$ cat src/hw/rtl/lru_frame_replacer_top_defines.svh
// Assertion helpers for the replacer top module.
`ifndef LRU_FRAME_REPLACER_TOP_DEFINES_SVH
`define LRU_FRAME_REPLACER_TOP_DEFINES_SVH

// Same-cycle implication, disabled while reset is low.
`define LFR_ASSERT_NOW(lbl, clk, rstn, ante, cons, msg) \
  lbl: assert property (@(posedge clk) disable iff (!rstn) (ante) |-> (cons)) else $error(msg);

// Next-cycle implication, disabled while reset is low.
`define LFR_ASSERT_NEXT(lbl, clk, rstn, ante, cons, msg) \
  lbl: assert property (@(posedge clk) disable iff (!rstn) (ante) |=> (cons)) else $error(msg);

`endif

$ cat src/hw/rtl/lfr_pkg.sv
package lfr_pkg;

  localparam int unsigned FRAME_W = 6;
  localparam int unsigned COUNT_W = 7;
  localparam int unsigned MODE_W  = 2;

  // Distinct frame numbers bound the number of evictable entries.
  localparam logic [COUNT_W-1:0] MAX_COUNT = COUNT_W'(1 << FRAME_W);

  localparam logic [MODE_W-1:0] MODE_VICTIM = 2'd0;
  localparam logic [MODE_W-1:0] MODE_PIN    = 2'd1;
  localparam logic [MODE_W-1:0] MODE_UNPIN  = 2'd2;
  localparam logic [MODE_W-1:0] MODE_QUERY  = 2'd3;

  // One list entry held in a cell.
  typedef struct packed {
    logic               v;
    logic [FRAME_W-1:0] fr;
    logic               ev;
  } ent_t;

  // Request token walking down the chain, one cell per cycle.
  typedef struct packed {
    logic               act;
    logic [MODE_W-1:0]  mode;
    logic [FRAME_W-1:0] frame;
    logic               shift;   // compaction in progress
    logic               done;
    logic               found;
    logic [FRAME_W-1:0] vframe;
    logic               dec;     // an evictable entry was pinned
    logic               inc;     // an entry became evictable
  } tok_t;

endpackage

$ cat src/hw/rtl/lru_frame_replacer_top.sv
// LRU frame replacer.
// Input stream: s_axis_tuser carries the request kind (victim, pin, unpin,
// count query), s_axis_tdata the frame number. Output stream: one word per
// request; m_axis_tuser flags a found victim, m_axis_tdata carries the
// victim frame and the evictable count after the request.
// The list lives in a row of FRAMES cells, oldest entry in cell 0. A request
// enters as a token and moves one cell per cycle; cells match, mark, append
// and compact by pulling their right neighbor's entry as the token passes.
// A request's token passes the FRAMES cell registers; its word then goes to
// the pending and then the output register. No new request is taken before
// the word leaves the pending register; tready is low while one is in flight.
// A finished word sits in a pending register until the output register is
// free, so a stalled receiver holds the block busy without losing data.
// Reset empties the list and clears the evictable count; no sweep is needed.
`include "lru_frame_replacer_top_defines.svh"

module lru_frame_replacer_top import lfr_pkg::*; #(
  parameter int unsigned FRAMES = 64
) (
  input  logic        clk_i,
  input  logic        rst_ni,
  input  logic        s_axis_tvalid,
  output logic        s_axis_tready,
  input  logic [7:0]  s_axis_tdata,   // [5:0] frame_number, [7:6] zero
  input  logic [1:0]  s_axis_tuser,   // [1:0] mode
  output logic        m_axis_tvalid,
  input  logic        m_axis_tready,
  output logic [15:0] m_axis_tdata,   // [5:0] victim_frame, [12:6] evictable_count
  output logic [0:0]  m_axis_tuser    // [0] victim_found
);

  tok_t tok [FRAMES+1];
  ent_t ent [FRAMES];

  logic s_fire;
  logic busy_q;
  logic pend_q;
  logic pend_found_q;
  logic [FRAME_W-1:0] pend_frame_q;
  logic [COUNT_W-1:0] tot_q, tot_d;
  logic out_valid_q;
  logic out_found_q;
  logic [FRAME_W-1:0] out_frame_q;
  logic [COUNT_W-1:0] out_count_q;
  logic out_free;
  tok_t exit_tok;

  assign s_axis_tready = !busy_q;
  assign s_fire        = s_axis_tvalid && s_axis_tready;

  always_comb begin
    tok[0]       = '0;
    tok[0].act   = s_fire;
    tok[0].mode  = s_axis_tuser;
    tok[0].frame = s_axis_tdata[FRAME_W-1:0];
  end

  for (genvar i = 0; i < FRAMES; i++) begin : g_cell
    ent_t nxt;
    if (i == FRAMES - 1) begin : g_last
      assign nxt = '0;
    end else begin : g_mid
      assign nxt = ent[i+1];
    end
    lfr_cell u_cell (
      .clk_i  (clk_i),
      .rst_ni (rst_ni),
      .tok_i  (tok[i]),
      .nxt_i  (nxt),
      .ent_o  (ent[i]),
      .tok_o  (tok[i+1])
    );
  end

  assign exit_tok = tok[FRAMES];
  assign out_free = !out_valid_q || m_axis_tready;

  always_comb begin
    tot_d = tot_q;
    if (exit_tok.act) begin
      tot_d = tot_q - COUNT_W'(exit_tok.dec) - COUNT_W'(exit_tok.found)
              + COUNT_W'(exit_tok.inc);
    end
  end

  always_ff @(posedge clk_i or negedge rst_ni) begin
    if (!rst_ni) begin
      busy_q      <= 1'b0;
      pend_q      <= 1'b0;
      out_valid_q <= 1'b0;
      tot_q       <= '0;
    end else begin
      tot_q <= tot_d;
      if (s_fire) busy_q <= 1'b1;
      if (exit_tok.act) begin
        pend_q <= 1'b1;
      end else if (pend_q && out_free) begin
        pend_q <= 1'b0;
        busy_q <= 1'b0;
      end
      if (pend_q && out_free) begin
        out_valid_q <= 1'b1;
      end else if (m_axis_tready) begin
        out_valid_q <= 1'b0;
      end
    end
  end

  always_ff @(posedge clk_i) begin
    if (exit_tok.act) begin
      pend_found_q <= exit_tok.found;
      pend_frame_q <= exit_tok.found ? exit_tok.vframe : '0;
    end
    if (pend_q && out_free) begin
      out_found_q <= pend_found_q;
      out_frame_q <= pend_frame_q;
      out_count_q <= tot_q;
    end
  end

  assign m_axis_tvalid = out_valid_q;
  assign m_axis_tuser  = out_found_q;
  assign m_axis_tdata  = {3'b000, out_count_q, out_frame_q};

  `LFR_ASSERT_NEXT(a_accept_busy, clk_i, rst_ni, s_fire, busy_q, "accept did not set busy")
  `LFR_ASSERT_NOW(a_exit_busy, clk_i, rst_ni, exit_tok.act, busy_q && !pend_q, "stray token exit")
  `LFR_ASSERT_NOW(a_pend_busy, clk_i, rst_ni, pend_q, busy_q && !s_axis_tready, "pending while idle")
  `LFR_ASSERT_NOW(a_count_range, clk_i, rst_ni, 1'b1, tot_q <= MAX_COUNT, "evictable count overflow")

endmodule

$ cat src/hw/rtl/lfr_cell.sv
module lfr_cell import lfr_pkg::*; (
  input  logic clk_i,
  input  logic rst_ni,
  input  tok_t tok_i,
  input  ent_t nxt_i,
  output ent_t ent_o,
  output tok_t tok_o
);

  ent_t ent_q, ent_d;
  tok_t tok_q, tok_d;
  logic hit;

  assign hit = ent_q.v && (ent_q.fr == tok_i.frame);

  always_comb begin
    ent_d = ent_q;
    tok_d = tok_i;
    if (tok_i.act && !tok_i.done) begin
      case (tok_i.mode)
        MODE_VICTIM: begin
          if (tok_i.shift) begin
            ent_d = nxt_i;
            if (!nxt_i.v) tok_d.done = 1'b1;
          end else if (!ent_q.v) begin
            tok_d.done = 1'b1;
          end else if (ent_q.ev) begin
            tok_d.found  = 1'b1;
            tok_d.vframe = ent_q.fr;
            tok_d.shift  = 1'b1;
            ent_d        = nxt_i;
            if (!nxt_i.v) tok_d.done = 1'b1;
          end
        end
        MODE_PIN: begin
          if (tok_i.shift || hit) begin
            if (hit) tok_d.dec = ent_q.ev;
            tok_d.shift = 1'b1;
            if (nxt_i.v) begin
              ent_d = nxt_i;
            end else begin
              // tail reached: the pinned frame lands here
              ent_d.v    = 1'b1;
              ent_d.fr   = tok_i.frame;
              ent_d.ev   = 1'b0;
              tok_d.done = 1'b1;
            end
          end else if (!ent_q.v) begin
            ent_d.v    = 1'b1;
            ent_d.fr   = tok_i.frame;
            ent_d.ev   = 1'b0;
            tok_d.done = 1'b1;
          end
        end
        MODE_UNPIN: begin
          if (hit) begin
            if (!ent_q.ev) begin
              ent_d.ev  = 1'b1;
              tok_d.inc = 1'b1;
            end
            tok_d.done = 1'b1;
          end else if (!ent_q.v) begin
            ent_d.v    = 1'b1;
            ent_d.fr   = tok_i.frame;
            ent_d.ev   = 1'b1;
            tok_d.inc  = 1'b1;
            tok_d.done = 1'b1;
          end
        end
        MODE_QUERY: tok_d.done = 1'b1;
        default:    tok_d.done = 1'b1;
      endcase
    end
  end

  always_ff @(posedge clk_i or negedge rst_ni) begin
    if (!rst_ni) begin
      ent_q <= '0;
      tok_q <= '0;
    end else begin
      ent_q <= ent_d;
      tok_q <= tok_d;
    end
  end

  assign ent_o = ent_q;
  assign tok_o = tok_q;

endmodule
$ cat config.mk
export PLATFORM = sky130hd
export DESIGN_NAME = lru_frame_replacer_top
export DESIGN_NICKNAME = d
export VERILOG_FILES = /design/src/hw/rtl/lfr_pkg.sv /design/src/hw/rtl/lru_frame_replacer_top.sv /design/src/hw/rtl/lfr_cell.sv
export VERILOG_INCLUDE_DIRS = /design/src /design/src/hw/rtl
export SDC_FILE = /design/constraint.sdc
export NUM_CORES = 2
export LEC_CHECK = 0
export ABC_AREA = 1
export BUFFER_PORTS_ARGS = -buffer_cell sky130_fd_sc_hd__buf_2
export CORE_UTILIZATION = 35
export CTS_CLUSTER_SIZE = 20
export DETAILED_ROUTE_END_ITERATION = 10
export GPL_TIMING_DRIVEN = 0
export PLACE_DENSITY = 0.46
export SLEW_MARGIN = 40
export SYNTH_ARGS = -nofsm -noshare
export SYNTH_HDL_FRONTEND = slang
export SYNTH_SLANG_ARGS = --single-unit
$ cat constraint.sdc
create_clock -name clk_i -period 3.5 [get_ports clk_i]
set_clock_uncertainty 0.15 [all_clocks]
set_input_delay 0.7 -clock clk_i [delete_from_list [all_inputs] [get_ports clk_i]]
set_output_delay 0.7 -clock clk_i [all_outputs]
set_load 0.01 [all_outputs]
==> run_results.csv <==
group,metric,value,unit
power,power_density,463,nW/um^2
logic_synthesis,ys.flop_type,"dfrtp_1",
die,fp-row-count,194,
logic_synthesis,synth_cells,13168,
status,violations,"design-rule violations",
timing,fin_crit_sh,88.5,%
global_route,grt_pass1_wl,459000,um
clocking,post_cts_buffers,0,
critical_path,reg2reg_depth,14,
logic_synthesis,synth_xor_area_share,0.151,%
logic_synthesis,synthSimpleGateAreaFrac,28.2,%
timing,grt_setup_unrepaired,"no",
clocking,clock-sinks,1813,
critical_path,reg2reg_slack,0.85,ns
critical_path,worstPathArrival,3.96,ns
logic_synthesis,ys_async_sr_fraction,98.8,%
clocking,cts_resized,0,
critical_path,path_cells,"dlygate4sd3_1 > buf_12 > buf_16 > buf_16 > buf_16 > buf_16 > buf_16 > buf_16 > buf_16 > buf_16",
critical_path,crit_fanout,97,
logic_synthesis,syn_area_per_cell,7.47,sq um
logic_synthesis,yosys.area_share.adder,3.42,%
logic_synthesis,ys_top_cells_by_count,"nand2_1 (4,305), dfrtp_1 (1,792), inv_1 (1,618)",
place,place_area,104000,sq um
die,die_area,283000,sq um
run,drv_cap,0,
timing,finalHoldViolCount,0,
logic_synthesis,synth_top_family_by_area,"simple AND/OR/NAND/NOR gates",
timing,setup_viol,0,
timing,fmax,0.323,GHz
clocking,clockBufferDepth,4,
die,start_util,35.2,%
global_route,grt_use_met2,31.9,%
critical_path,regToRegStartpoint,"g_cell[63].u_cell.tok_o[8]",
timing,tns,0,ns
place,gp_congestion,0.860,
final_layout,fin_area,112000,sq um
timing,tightest_slew,0.868,ns
timing,relSlewSlack,41.5,%
timing,hold_ws,0.227,ns
global_route,busiest_layer,"met2",
critical_path,cp_common_cell,"buf_16",
power,p_sw,13.9,mW
clocking,ctsHtreeMaxLevel,4,
logic_synthesis,yosysWarnings,0,
worst_hold_path,hold_path_depth,0,
clocking,tritoncts,"yes",
critical_path,worstSetupPathType,"in2async",
global_route,grt_util_met3,2.02,%
timing,finalCriticalPeriod,3.10,ns
power,seqPwrFrac,43.6,%
power,switching_share,26.9,%
final_layout,drive_gt1_share,6.56,%
worst_hold_path,hp-class,"reg2reg",
critical_path,crit_path_max_incr_delay,0.58,ns
routing,route.vias.total,85578,
logic_synthesis,synth.area.mux_share,0.519,%
routing,drt_first_pass_iters,9,
logic_synthesis,synth.top_cell.area_share,45.6,%
logic_synthesis,synth_top_area_cell,"dfrtp_1",
final_layout,synthToLayoutAreaGrowth,13.5,%
clocking,cts_buffers,220,
critical_path,cp-start-kind,"input pin",
logic_synthesis,netlist_area,98400,sq um
routing,drt_iter0_drc,6343,
die,die-width,532,um
routing,via_per_inst,4.93,
critical_path,required,4.37,ns
power,peakVddDrop,0.408,mV
routing,routedWlPerCell,16.2,um
critical_path,cpMaxStageDelayCell,"dlygate4sd3_1",
critical_path,critPathBufInv,10,
final_layout,finalNonFillerCells,17361,
global_route,grt_max_degree,101,
place,dp_slack,-0.545,ns
power,clkPwrFrac,46.5,%
logic_synthesis,synth_compound_area_share,13.1,%
die,ios,33,
logic_synthesis,yosys.cell_count.top_type,"nand2_1",
die,core,279000,sq um
die,die_y,532,um
clocking,clkLatencyLatePin,0.90,ns
place,numPlacedInstances,16941,
global_route,antenna_found_initial,2,
clocking,clk_pin_slew,0.06,ns
final_layout,multi_input_area,44700,sq um
power,combPwrFrac,10.0,%
final_layout,fillerInstances,28758,
global_route,grt-ovfl-total,0,
critical_path,crit_family,"buffers and inverters",
power,power,51.6,mW
critical_path,timing.rr.end,"tot_q[6]",
global_route,first_global_vias,83442,
final_layout,nets,13740,
timing,fin_ws,0.403,ns
logic_synthesis,ys_seq_area_share,46.2,%
final_layout,final_util,40.0,%
logic_synthesis,ys_types,60,
place,dp_hpwl,210000,um
routing,drt-total-wl,281000,um
final_layout,ff_latch_area,45500,sq um
worst_hold_path,hold_path.startpoint,"g_cell[62].u_cell.tok_o[19]",
clocking,cts_root_buffer,"clkbuf_16",
worst_hold_path,hold_end,"g_cell[63].u_cell.tok_o[19]",
global_route,track_usage,19.6,%
logic_synthesis,synth-seq-cells,1813,
timing,drv_slew,0,
status,status,"finished with violations",
power,power_leakage,57.4,nW
routing,drc,12,
routing,ant_nets,0,
place,numPortBuffers,27,
global_route,use_met1,28.0,%
critical_path,worst_setup_path_end_kind,"asynchronous set/reset pin",
logic_synthesis,synth_area_leaders,"dfrtp_1 (46%), nand2_1 (16%), inv_1 (6.2%), nor2_1 (4.6%), nand3_1 (3.7%)",
power,intPower,37.7,mW
logic_synthesis,synth_edf_count,21,
## what timing repair did
item / in CTS / in global routing
hold buffers: 17 / 0
endpoints found under the setup margin: 0 / 256
endpoints found under the hold margin: 244 / 0
## cells by family after synthesis
kind of cell,count (synthesis)
XOR/XNOR,17
multiplexers,51
AO/OA/AOI/OAI,2070
adder cells (fa/ha/maj),268
buffers and inverters,2145
AND/OR/NAND/NOR,6803
other,1
flip-flops,1813
## how the worst max path moves through the flow
stage                                     startpoint                     endpoint  slack (ns)  cells past startpoint
after floorplan           g_cell[63].u_cell.tok_o[8]                     tot_q[5]        1.20                      9
after global placement                        rst_ni   g_cell[17].u_cell.tok_o[0]      -40.27                      1
after detailed placement                      rst_ni  g_cell[13].u_cell.tok_o[19]       -0.55                      7
after CTS                                     rst_ni  g_cell[60].u_cell.tok_o[15]        0.11                     10
after global routing                          rst_ni   g_cell[61].u_cell.ent_o[6]       0.007                     10
final                                         rst_ni   g_cell[60].u_cell.ent_o[5]        0.40                     10
## power by group through the flow
| stage | registers (mW) | clock network [mW] | logic, mW |
|---|---|---|---|
| after detailed placement | 22.9 | 0 | 5.14 |
| after floorplan | 22.6 | 0 | 3.42 |
| after global routing | 22.6 | 25.7 | 5.92 |
| after CTS | 22.5 | 24.8 | 5.19 |
| final | 22.5 | 24.0 | 5.15 |
| after global placement | 22.9 | 0 | 5.03 |
## placed cells by master, fill, tap and decap left out, drive strengths merged, types with 27 or more instances in the layout
| cell | instances |
|---|---|
| a211oi | 140 |
| a21boi | 289 |
| a21oi | 653 |
| a221o | 60 |
| a31o | 27 |
| a31oi | 40 |
| a41o | 36 |
| buf | 180 |
| bufinv | 29 |
| clkbuf | 536 |
| clkinv | 72 |
| dfrtp | 1792 |
| ha | 266 |
| inv | 1762 |
| mux2i | 51 |
| nand2 | 4394 |
| nand3 | 756 |
| nand4 | 146 |
| nor2 | 1219 |
| nor3 | 263 |
| o211ai | 32 |
| o21ai | 672 |
| o22ai | 46 |
## flip-flops by register name, indices dropped and copies added, names as in the netlist
register	cells
g_cell.u_cell.tok_o	1270
g_cell.u_cell.ent_o	512
out_count_q	7
tot_q	7
out_frame_q	6
pend_frame_q	6
busy_q	1
m_axis_tuser	1
m_axis_tvalid	1
pend_found_q	1
pend_q	1
## area by class of cell
type	instances	share of cell area [%]
antenna	2	0.00448
buffer	377	1.42
clock buffer	285	5.47
clock inverter	114	1.29
inverter	1768	5.94
multi-input combinational	9212	40.1
sequential	1813	40.7
tap	3724	4.17
timing repair buffer	66	0.903
## metal layers
metal | share of wire [%] | up-vias
met5 | 0.0039 | -
met4 | 2.0 | 2
met3 | 3.9 | 381
met2 | 46 | 1790
met1 | 48 | 40745
li1 | - | 42660
Note: power is estimated with default switching activity, not from simulation.
